===== src/rtl/salm_pkg.sv =====
// Shared types, constants and state encoding for the sent action latency matcher.
package salm_pkg;

    localparam int QUEUE_DEPTH_DEF = 256;

    localparam logic [7:0]  CODE_FIRST    = 8'h10;
    localparam logic [7:0]  CODE_LAST     = 8'h14;
    localparam logic [15:0] MAX_LAG_RESET = 16'd2500;

    localparam logic CMD_RECORD = 1'b0;
    localparam logic CMD_ACK    = 1'b1;

    typedef struct packed {
        logic        command;
        logic [7:0]  action_code;
        logic [31:0] now_ms;
    } t_in_item;

    typedef struct packed {
        logic        lag_valid;
        logic [31:0] lag_ms;
        logic        matched;
        logic        dropped_oldest;
    } t_out_item;

    // One pending entry: code offset from CODE_FIRST and send time.
    typedef struct packed {
        logic [2:0]  code;
        logic [31:0] stamp;
    } t_entry;

    // Per-cycle command to every cell of the chain.
    typedef struct packed {
        logic shift;
        logic load;
    } t_cell_ctrl;

    typedef enum logic [2:0] {
        S_IDLE,
        S_REC,
        S_SCAN,
        S_POP,
        S_EMIT
    } t_state;

endpackage


===== src/rtl/salm_cell.sv =====
// One queue cell: holds an entry, loads the broadcast entry or its right neighbor.
module salm_cell #(
    parameter int               IDX_W    = 8,
    parameter logic [IDX_W-1:0] CELL_IDX = '0
) (
    input  logic                i_clk,
    input  salm_pkg::t_cell_ctrl i_ctrl,
    input  logic [IDX_W-1:0]    i_target,
    input  salm_pkg::t_entry    i_bcast,
    input  salm_pkg::t_entry    i_next,
    output salm_pkg::t_entry    o_entry
);
    import salm_pkg::*;

    t_entry r_entry;
    t_entry n_entry;

    always_comb begin
        n_entry = r_entry;
        if (i_ctrl.load && (i_target == CELL_IDX)) begin
            n_entry = i_bcast;
        end else if (i_ctrl.shift) begin
            n_entry = i_next;
        end
    end

    always_ff @(posedge i_clk) begin
        r_entry <= n_entry;
    end

    assign o_entry = r_entry;

endmodule


===== config.mk =====
export PLATFORM = sky130hd
export DESIGN_NAME = salm_cell
export DESIGN_NICKNAME = d
export VERILOG_FILES = /design/src/rtl/salm_pkg.sv /design/src/rtl/salm_cell.sv
export SDC_FILE = /design/constraint.sdc
export NUM_CORES = 1
export LEC_CHECK = 0
export BUFFER_PORTS_ARGS = -buffer_cell sky130_fd_sc_hd__buf_4
export CAP_MARGIN = 40
export CORE_MARGIN = 10
export CORE_UTILIZATION = 44
export DETAILED_ROUTE_END_ITERATION = 16
export GPL_TIMING_DRIVEN = 0
export PLACE_DENSITY_LB_ADDON = 0.3
export SYNTH_ARGS = -nofsm -noshare
export SYNTH_HDL_FRONTEND = slang
export SYNTH_SLANG_ARGS = --single-unit

===== constraint.sdc =====
create_clock -name i_clk -period 4.84 [get_ports i_clk]
set_clock_uncertainty 0.05 [all_clocks]
set_input_delay 0.484 -clock i_clk [delete_from_list [all_inputs] [get_ports i_clk]]
set_output_delay 0.484 -clock i_clk [all_outputs]
set_load 0.01 [all_outputs]

* Yosys cells after proc, flatten, opt, wreduce, memory -nomap -nowiden
Cells that the tools add are included.
Storage, ports and cells: flip-flop bits (word level) 35, output and inout port bits 35, word-level logic and storage cells 7
Cells by class: multiplexer cells 2, reductions and logical operators 3
Operators by type and width (count):
- 35-bit 2-to-1 mux | 2
- 8-bit logical NOT | 1
- 2-bit nonzero test | 1
- 1-bit logical AND | 1

* Logic depth before layout (Yosys ltp)
Gate-level depths: netlist of run 1.
depth after elaboration 3, gate-level depth with buffers 4, gate-level depth less buffers 3

* Worst setup path after synthesis of run 1
OpenSTA, ideal clock, no wires.
path type input to register, start input i_target[1], end register r_entry, in the netlist o_entry[0] (enable), library setup time 0.398 ns, data arrival time 2.085 ns, slack 2.308 ns, stages 4, path buffers 1, path through nor4_2 nand4b_4 buf_6 nand2b_1
Between the ends: longest elaborated chain between the ends 3
Ends and longest elaborated chain:
- start, declared | RTL line salm_cell.sv:8 | input logic [IDX_W-1:0] i_target,
- 8-bit logical NOT | RTL line salm_cell.sv:20 | if (i_ctrl.load && (i_target == CELL_IDX)) begin
- 1-bit logical AND | RTL line salm_cell.sv:20
- 2-bit nonzero test (no line)
- end signal, assigned | RTL line salm_cell.sv:28 | r_entry <= n_entry;
- end, declared | RTL line salm_cell.sv:15 | t_entry r_entry;
Every way passes these cells. A chain may end at the register's enable or synchronous reset.

* Worst setup path after layout of run 1
start input i_target[1], end register r_entry, in the netlist o_entry[22] (enable)
The elaborated chain is that of the path after synthesis.

==> results of run 1 <==
## power by group through the flow
stage / Combinational (mW) / Sequential (mW) / Clock, mW
2_1_floorplan: 0.0263 / 0.387 / 0
3_3_place_gp: 0.128 / 0.374 / 0
3_5_place_dp: 0.132 / 0.374 / 0
4_1_cts: 0.132 / 0.368 / 0.200
5_1_grt: 0.139 / 0.370 / 0.218
6_report: 0.130 / 0.367 / 0.196
## how the worst min path moves through the flow
stage / start / end / slack (ns) / cells after the start
6_report: i_bcast[14] / o_entry[14] / 0.45 / 2
5_1_grt: i_next[7] / o_entry[7] / 0.43 / 2
4_1_cts: i_bcast[25] / o_entry[25] / 0.44 / 2
3_5_place_dp: i_bcast[25] / o_entry[25] / 0.74 / 2
3_3_place_gp: i_next[24] / o_entry[24] / 0.73 / 2
2_1_floorplan: i_next[10] / o_entry[10] / 0.65 / 1
## placed cells by master, fill, tap and decap left out
cell type	instances
clkbuf_1	1
mux2_4	29
mux2_2	6
buf_6	3
nor3_1	1
nor4_2	1
nand2b_2	1
nand4b_4	1
clkinv_1	2
buf_4	115
edfxtp_1	35
clkbuf_8	5
## metrics by stage
stage / hold WS, ns / power, mW / util (%) / instance area (sq um)
after floorplan: 0.651 / 0.413 / - / 1640
after global placement: 0.734 / 0.501 / 70.4 / 2560
after detailed placement: 0.737 / 0.506 / 70.5 / 2560
after CTS: 0.439 / 0.700 / 72.7 / 2640
after global routing: 0.427 / 0.726 / 72.7 / 2640
final: 0.448 / 0.693 / 72.7 / 2640
## critical path: stages
cell and delay [ns]:
buf_4 0.11, nor4_2 0.36, nand4b_4 0.26, buf_6 0.23, nand2b_2 0.62
## cell families (layout without fill, tap and decap cells)
kind of cell           count (synthesis)  after routing
and+or+nand+nor                        4              4
muxes                                 35             35
DFF                                   35             35
buffers and inverters                  3            126
## Yosys cell counts
master	number	share of area [%]
nor3_1	1	0.31
nor4_2	1	0.76
buf_6	3	2.1
mux2_2	6	4.1
nand4b_4	1	1.5
edfxtp_1	35	64
mux2_4	29	27
nand2b_1	1	0.38
## metal layers
metal  wire length (microns)  part of all wire [%]  vias up  track usage [%]
met2                    2620                    57       63             26.0
li1                        -                     -      548                -
met5                       0                     0        -                0
met1                    1370                    30      537             11.1
met4                      82                   1.8        0             4.84
met3                     507                    11        8             8.94
## area by class of cell
class	instances	area [sq um]
flip-flops and latches	35	1050
repair buffers	115	863
clock buffers	6	72.6
multi-input cells	39	553
well taps	48	60.1
plain buffers	3	33.8
fillers	267	992
clock inverters	2	7.51
==> summary.txt, run 1 <==
Place
  – DP Worst Slack: 2.31 ns
  – IO Port Bufs: 115
  – Cells after DPL: 240
  – Post-DP HPWL: 3780 microns
  – GP Congestion: 0.782

Die
  – Starting density of the core: 45.0%
  – Row cnt: 22
  – Die X: 81.0 microns
  – I/O pin cnt: 116
  – Core footprint: 3630 sq um
  – Die ar.: 6560 sq um
  – Die H: 81.0 microns

Setup path
  – Worst EP required: 4.69 ns
  – Worst Setup SP: i_target[1]
  – Worst Setup EP: o_entry[22]
  – Startpoint types: primary input
  – Critical path class: primary input to flop
  – Setup crit end kind: flop
  – Worst-path fanout max: 35
  – Worst path arrival time: 2.07 ns

Cells and area
  – Area delta synth->final: 61.5%
  – Final Non-Filler Cells: 248
  – Number of flip-flops in the largest register: 35
  – Post-layout nets: 280
  – Share of layout cells above drive strength 1: 80.5%
  – Antenna diode count: 0

Clock tree
  – Root Buffer: clkbuf_8
  – Clock buffer depth: 2
  – Setup bufs post-CTS: 0
  – Hold buffers post-CTS: 0
  – Total CTS buffers: 5
  – Reg clk slew, reported paths: 0.07 ns
  – CTS Sinks: 35
  – Maximum level of the CTS H-tree: 2
  – TritonCTS clock tree: yes
  – CTS-repair resized insts: 0

Synthesis
  – Sequential share of the synthesized area: 64.3%
  – Distinct cell type count after synthesis: 8
  – Main combinational cell family by area after synthesis: multiplexers
  – Syn Nets: 158
  – Synth Instances: 77
  – Simple-gate share of the synthesized area: 2.91%
  – Post-synthesis compound-gate area fraction: 0%
  – Synth warnings: 0
  – Synth Area in XOR/XNOR: 0%
  – Mapped Area: 1640 sq um
  – Syn_area_per_cell: 21.2 sq um
  – Mux cell area share after synthesis: 30.8%
  – Yosys reg bits: 35
  – Adder-cell share of the synthesized area: 0%

GRT
  – Total grt overflow: 0
  – GRT Overall Usage: 13.8%
  – Vias in the first global route: 1364
  – Largest net degree at the start of global routing: 36
  – First-pass GRT wire length: 6620 microns
  – Initial antenna violation count: 0

STA
  – Fraction of the cycle the final worst path needs: 45.9%
  – Unrepaired setup endpoints after global routing: no
  – Final Hold Viols: 0
  – Final setup viols: 0
  – Relative slew slack: 42.3%
  – Setup TNS: 0 ns
  – Final worst setup slack: 2.62 ns
  – Achievable Freq: 450 MHz
  – Worst Tran Pin Value: 0.866 ns
  – Count of pins over their slew limit: 0
  – Period minus WS final: 2.22 ns

Power and ir drop
  – Clock share of power: 28.2%
  – Net Switching: 148 uW
  – Cell Int Power: 546 uW
  – Pwr Density: 263 nW/um^2
  – Gate power share: 18.8%
  – Leakage: 1.30 nW
  – Maximum vdd drop: 0.168 mV
  – Seq pwr share: 53.0%
  – Net Sw Frac: 21.3%

Hold path
  – Hold crit path type: primary input to flop

Detailed routing
  – TritonRoute pass-1 iters: 4
  – Vias: 1156
  – Final WL: 4590 microns
  – DR WL/cell: 18.5 microns
  – # DRC: 0
  – Iteration-0 DRC count of the detailed router: 48
  – Antenna viol nets, final: 0
  – Vias per Instance: 4.66

Run status
  – Status: finished clean

Job
  – Maxcap violations: 0
No activity file was read; power rests on OpenSTA's default activity.
==> run 2: changes to the inputs <==
Settings changed: ABC_AREA from default to 1, CORE_UTILIZATION 44 to 38.
Clock period 4.84 ns to 1.8 ns, I/O delays scaled along.
==> summary.txt, run 2 <==
Run status
  – Status: finished clean

Hold path
  – Hold crit path type: primary input to flop

Clock tree
  – Root Buffer: clkbuf_8
  – TritonCTS clock tree: yes
  – Hold buffers post-CTS: 0 (unchanged)
  – Total CTS buffers: 5 (unchanged)
  – CTS Sinks: 35 (unchanged)
  – Setup bufs post-CTS: 0 (unchanged)
  – CTS-repair resized insts: 0 (unchanged)
  – Reg clk slew, reported paths: 0.07 ns (about the same)
  – Clock buffer depth: 2 (unchanged)
  – Maximum level of the CTS H-tree: 2 (unchanged)

Die
  – Starting density of the core: 40.0% (-5.0 points)
  – Die X: 88.4 microns (+9.2%)
  – Die ar.: 7810 sq um (+19%)
  – I/O pin cnt: 116 (unchanged)
  – Die H: 88.4 microns (+9.2%)
  – Core footprint: 4440 sq um (+22%)
  – Row cnt: 24 (+9.1%)

GRT
  – Vias in the first global route: 1584 (+16%)
  – Total grt overflow: 0 (unchanged)
  – GRT Overall Usage: 13.0% (-0.73 points)
  – First-pass GRT wire length: 7850 microns (+19%)
  – Largest net degree at the start of global routing: 36 (unchanged)
  – Initial antenna violation count: 0 (unchanged)

Synthesis
  – Synth area leader: edfxtp_1
  – Number of synthesized flops with an enable pin: 35 (unchanged)
  – Syn Nets: 251 (+59%)
  – Most numerous cell in the Yosys netlist: nand2_1
  – Sequential share of the synthesized area: 59.2% (-5.1 points)
  – Syn_area_per_cell: 10.5 sq um (-51%)
  – Distinct cell type count after synthesis: 15 (+7)
  – Top cell type's share of synthesized area: 59.2% (-5.1 points)
  – Synth Flop Type: edfxtp_1
  – Synth warnings: 0 (unchanged)
  – Ys async rst share: 0% (unchanged)
  – Top cells by area, synth: edfxtp_1 59%, nand2_1 15%, nand3_1 9.9%
  – Yosys reg bits: 35 (unchanged)
  – Synth top cells by count: 73 x nand2_1, 35 x edfxtp_1, 35 x nand3_1
  – Mapped Area: 1780 sq um (+8.6%)
  – Synth Instances: 170 (+120%)

Power and ir drop
  – Pwr Density: 678 nW/um^2 (+160%)
  – Maximum vdd drop: 0.340 mV (+100%)
  – Leakage: 1.41 nW (+8.3%)

Setup path
  – CP max stage delay: 0.60 ns (-0.02 ns)
  – Worst path arrival time: 1.52 ns (-0.55 ns)
  – Startpoint types: primary input
  – Worst EP required: 1.65 ns (-3.04 ns)
  – Setup crit end kind: flop
  – Max stage delay cell, worst path: nand2_2
  – Critical-path cell list: buf_4, inv_2, nand2_1, nor2_1, nand3_4, buf_6, nand2_2
  – Largest delay share family, worst path: simple AND/OR/NAND/NOR gates
  – CP Buf/Inv Count: 3 (+1)
  – Critical path class: primary input to flop
  – Worst-path fanout max: 35 (unchanged)

Detailed routing
  – Vias: 1611 (+39%)
  – DR WL/cell: 15.6 microns (-16%)
  – Vias per Instance: 4.68 (+0.47%)
  – Final WL: 5370 microns (+17%)
  – TritonRoute pass-1 iters: 4 (unchanged)
  – Iteration-0 DRC count of the detailed router: 61 (+27%)
  – # DRC: 0 (unchanged)
  – Antenna viol nets, final: 0 (unchanged)

STA
  – Final setup viols: 0 (unchanged)
  – Final Hold Viols: 0 (unchanged)
  – Unrepaired setup endpoints after global routing: no
  – Count of pins over their slew limit: 0 (unchanged)
  – Fraction of the cycle the final worst path needs: 92.6%
  – Worst Tran Pin Value: 0.820 ns (-0.0455 ns)
  – Achievable Freq: 600 MHz
  – Period minus WS final: 1.67 ns
  – Relative slew slack: 45.1% (+2.8 points)

Job
  – Maxcap violations: 0 (unchanged)

Cells and area
  – Post-layout nets: 372 (+33%)
  – Final Non-Filler Cells: 344 (+39%)
  – Commonest cells after routing, fill and taps aside: 115 x buf_4, 72 x nand2_1, 35 x nand3_1, 35 x edfxtp_1
  – Commonest non-fill, non-tap cell in the layout: buf_4
  – FF/Latch Area: 1050 sq um (unchanged)
  – Area delta synth->final: 56.5%
  – Utilization after layout: 62.6% (-10 points)
  – Share of layout cells above drive strength 1: 47.6% (-33 points)
  – Antenna diode count: 0 (unchanged)
  – Number of flip-flops in the largest register: 35 (unchanged)
  – Multi-input logic area: 563 sq um (+1.8%)
  – Filler cells: 390 (+46%)

Place
  – Post-DP HPWL: 4290 microns (+13%)
  – IO Port Bufs: 114 (-0.87%)
  – Cells after DPL: 336 (+40%)
  – GP Congestion: 0.801 (+2.4%)
==> run 2: final cells by class <==
type / count / share of cell area (%)
plain buffers: 10 / 5.13
clock buffers: 6 / 2.61
clock inverters: 2 / 0.270
inverters: 6 / 0.810
multi-input cells: 119 / 20.3
flip-flops and latches: 35 / 37.8
well taps: 52 / 2.34
repair buffers: 114 / 30.8
==> run 2: logic make-up (layout without fill, tap and decap cells) <==
family,after synthesis,count (layout),share of synthesized area [%]
buffers and inverters,16,138,9.30
flip-flops,35,35,59.2
AND/OR/NAND/NOR,119,119,31.5
==> run 2: path summary, 6_finish.rpt <==
| path | start | end | slack [ns] | depth (start not counted) |
|---|---|---|---|---|
| worst max-delay path | i_target[3] | o_entry[33] | 0.13 | 7 |
| worst min-delay path | i_next[4] | o_entry[4] | 0.11 | 3 |
==> run 2: report_power, final <==
group / internal, mW / leakage, nW / total (mW) / switching [mW]
combinational: 0.218 / 1.02 / 0.368 / 0.150
sequential: 0.971 / 0.343 / 0.987 / 0.0166
clock: 0.264 / 0.0403 / 0.530 / 0.266
total: 1.45 / 1.41 / 1.89 / 0.433
==> run 2: tightest hold or removal path, cell delays in order <==
cell     delay [ns]
buf_4          0.08
nand2_1        0.04
nand2_1        0.04
==> run 2: through the flow <==
stage | hold WS, ns | total power, mW | setup slack (ns) | TNS, ns | instance area, sq um
floorplan | 0.309 | 1.13 | 0.175 | 0 | 1780
global placement | 0.391 | 1.37 | -0.176 | -6.10 | 2700
detailed placement | 0.397 | 1.38 | -0.192 | -6.69 | 2700
CTS | 0.105 | 1.90 | 0.111 | 0 | 2780
global route | 0.109 | 1.96 | 0.00783 | 0 | 2780
finish | 0.112 | 1.89 | 0.133 | 0 | 2780
==> run 2: routing by layer <==
metal | share of wire (%) | track usage [%] | up-vias
met2 | 51 | 22.5 | 66
met1 | 38 | 14.2 | 730
li1 | - | - | 809
met5 | 0 | 0 | -
met3 | 8.8 | 4.69 | 6
met4 | 1.5 | 5.43 | 0
==> run 3: changes to the inputs <==
==> constraint.sdc (replaced) <==
create_clock -name i_clk -period 1.8 [get_ports i_clk]
set_clock_uncertainty 0.05 [all_clocks]
set_input_delay 0.36 -clock i_clk [delete_from_list [all_inputs] [get_ports i_clk]]
set_output_delay 0.36 -clock i_clk [all_outputs]
set_load 0.01 [all_outputs]
==> summary.txt, run 3 (synthesis gave the netlist of run 2 again) <==
Run status
  – Status: finished clean

Place
  – Cells after DPL: 336 (unchanged)
  – Post-DP HPWL: 4440 microns (+3.5%)
  – GP Congestion: 0.769 (-4.0%)
  – IO Port Bufs: 114 (unchanged)

STA
  – Period minus WS final: 1.59 ns (-0.0723 ns)
  – Unrepaired setup endpoints after global routing: no
  – Count of pins over their slew limit: 0 (unchanged)
  – Achievable Freq: 627 MHz (+4.5%)
  – Final Hold Viols: 0 (unchanged)
  – Final setup viols: 0 (unchanged)
  – Relative slew slack: 68.3% (+23 points)
  – Hold Slack: 0.288 ns (+0.176 ns)
  – Fraction of the cycle the final worst path needs: 88.6% (-4.0 points)
  – Worst Tran Pin Value: 0.476 ns (-0.345 ns)

Clock tree
  – Reg clk slew, reported paths: 0.07 ns (about the same)
  – Setup bufs post-CTS: 0 (unchanged)
  – Hold buffers post-CTS: 0 (unchanged)
  – CTS Sinks: 35 (unchanged)
  – Total CTS buffers: 5 (unchanged)
  – TritonCTS clock tree: yes
  – Clock buffer depth: 2 (unchanged)
  – Root Buffer: clkbuf_8
  – CTS-repair resized insts: 0 (unchanged)
  – Maximum level of the CTS H-tree: 2 (unchanged)

Setup path
  – Worst EP required: 1.68 ns (+0.03 ns)
  – Critical-path cell list: buf_4, inv_1, nand2_1, nor2_1, nand3_4, buf_6, nand2_4
  – Worst Setup EP: o_entry[3]
  – Max stage delay cell, worst path: nand2_4
  – CP max stage delay: 0.35 ns (-0.25 ns)
  – Startpoint types: primary input
  – Worst-path fanout max: 35 (unchanged)
  – Worst path arrival time: 1.47 ns (-0.05 ns)
  – Critical path class: primary input to flop
  – Setup crit end kind: flop
  – Worst Setup SP: i_target[0]

Cells and area
  – Filler cells: 377 (-3.3%)
  – Share of layout cells above drive strength 1: 47.9% (+0.34 points)
  – Multi-input logic area: 568 sq um (+0.89%)
  – Commonest non-fill, non-tap cell in the layout: buf_4
  – Final Non-Filler Cells: 344 (unchanged)
  – Number of flip-flops in the largest register: 35 (unchanged)
  – FF/Latch Area: 1050 sq um (unchanged)
  – Antenna diode count: 0 (unchanged)
  – Area delta synth->final: 56.8%
  – Utilization after layout: 62.7% (+0.14 points)
  – Commonest cells after routing, fill and taps aside: 115 x buf_4, 72 x nand2_1, 35 x nand3_1, 35 x edfxtp_1
  – Post-layout nets: 372 (unchanged)

Detailed routing
  – Vias per Instance: 4.65 (-0.81%)
  – Final WL: 5560 microns (+3.6%)
  – # DRC: 0 (unchanged)
  – TritonRoute pass-1 iters: 4 (unchanged)
  – Antenna viol nets, final: 0 (unchanged)
  – Iteration-0 DRC count of the detailed router: 47 (-23%)
  – DR WL/cell: 16.2 microns (+3.6%)
  – Vias: 1598 (-0.81%)

Die
  – Starting density of the core: 40.0% (unchanged)
  – Core footprint: 4440 sq um (unchanged)
  – Die H: 88.4 microns (unchanged)
  – Die ar.: 7810 sq um (unchanged)
  – Row cnt: 24 (unchanged)
  – Die X: 88.4 microns (unchanged)
  – I/O pin cnt: 116 (unchanged)

GRT
  – First-pass GRT wire length: 8140 microns (+3.6%)
  – Largest net degree at the start of global routing: 36 (unchanged)
  – Vias in the first global route: 1628 (+2.8%)
  – Total grt overflow: 0 (unchanged)
  – Initial antenna violation count: 0 (unchanged)
  – GRT Overall Usage: 13.5% (+0.49 points)

Power and ir drop
  – Leakage: 1.41 nW (+0.20%)
  – Maximum vdd drop: 0.363 mV (+6.6%)
  – Pwr Density: 681 nW/um^2 (+0.37%)
  – Pwr Total: 1.90 mW (+0.60%)

Hold path
  – Hold crit path type: primary input to flop

Job
  – Maxcap violations: 0 (unchanged)
==> run 3: area by class of cell <==
| cell class | count | share of cell area, % |
|---|---|---|
| well taps | 52 | 2.33 |
| multi-input cells | 119 | 20.4 |
| clock buffers | 7 | 2.74 |
| repair buffers | 114 | 30.7 |
| plain buffers | 10 | 5.12 |
| clock inverters | 1 | 0.180 |
| inverters | 6 | 0.808 |
| flip-flops and latches | 35 | 37.7 |
==> run 3: routing by layer <==
layer | part of all wire, % | vias to the layer above | track usage (%)
li1 | - | 810 | -
met1 | 37 | 706 | 13.9
met2 | 52 | 75 | 24.0
met3 | 10 | 7 | 5.42
met4 | 1.8 | 0 | 5.58
met5 | 0 | - | 0
==> run 3: worst min path at each step <==
stage                    start           to  cells after the start  slack, ns
floorplan            i_next[0]   o_entry[0]                      2       0.49
global placement     i_next[9]   o_entry[9]                      3       0.57
detailed placement  i_next[19]  o_entry[19]                      3       0.58
CTS                  i_next[0]   o_entry[0]                      3       0.28
global route         i_next[6]   o_entry[6]                      3       0.29
finish               i_next[0]   o_entry[0]                      3       0.29
==> run 3: through the flow <==
step                TNS [ns]  cell area, sq um  setup WS [ns]
CTS                        0              2790          0.186
detailed placement     -3.96              2710         -0.115
floorplan                  0              1780          0.200
global route               0              2790          0.100
finish                     0              2790          0.206
global placement       -2.79              2710        -0.0808
==> run 3: critical path: cells and delay by family <==
kind | cells | cell delay (ns)
buffers and inverters | 3 | 0.34
AND/OR/NAND/NOR | 4 | 0.73
==> run 3: where the power goes <==
| part | switching (mW) | leakage, nW | internal, mW |
|---|---|---|---|
| clock network | 0.267 | 0.0422 | 0.271 |
| logic | 0.152 | 1.02 | 0.219 |
| registers | 0.0171 | 0.343 | 0.970 |
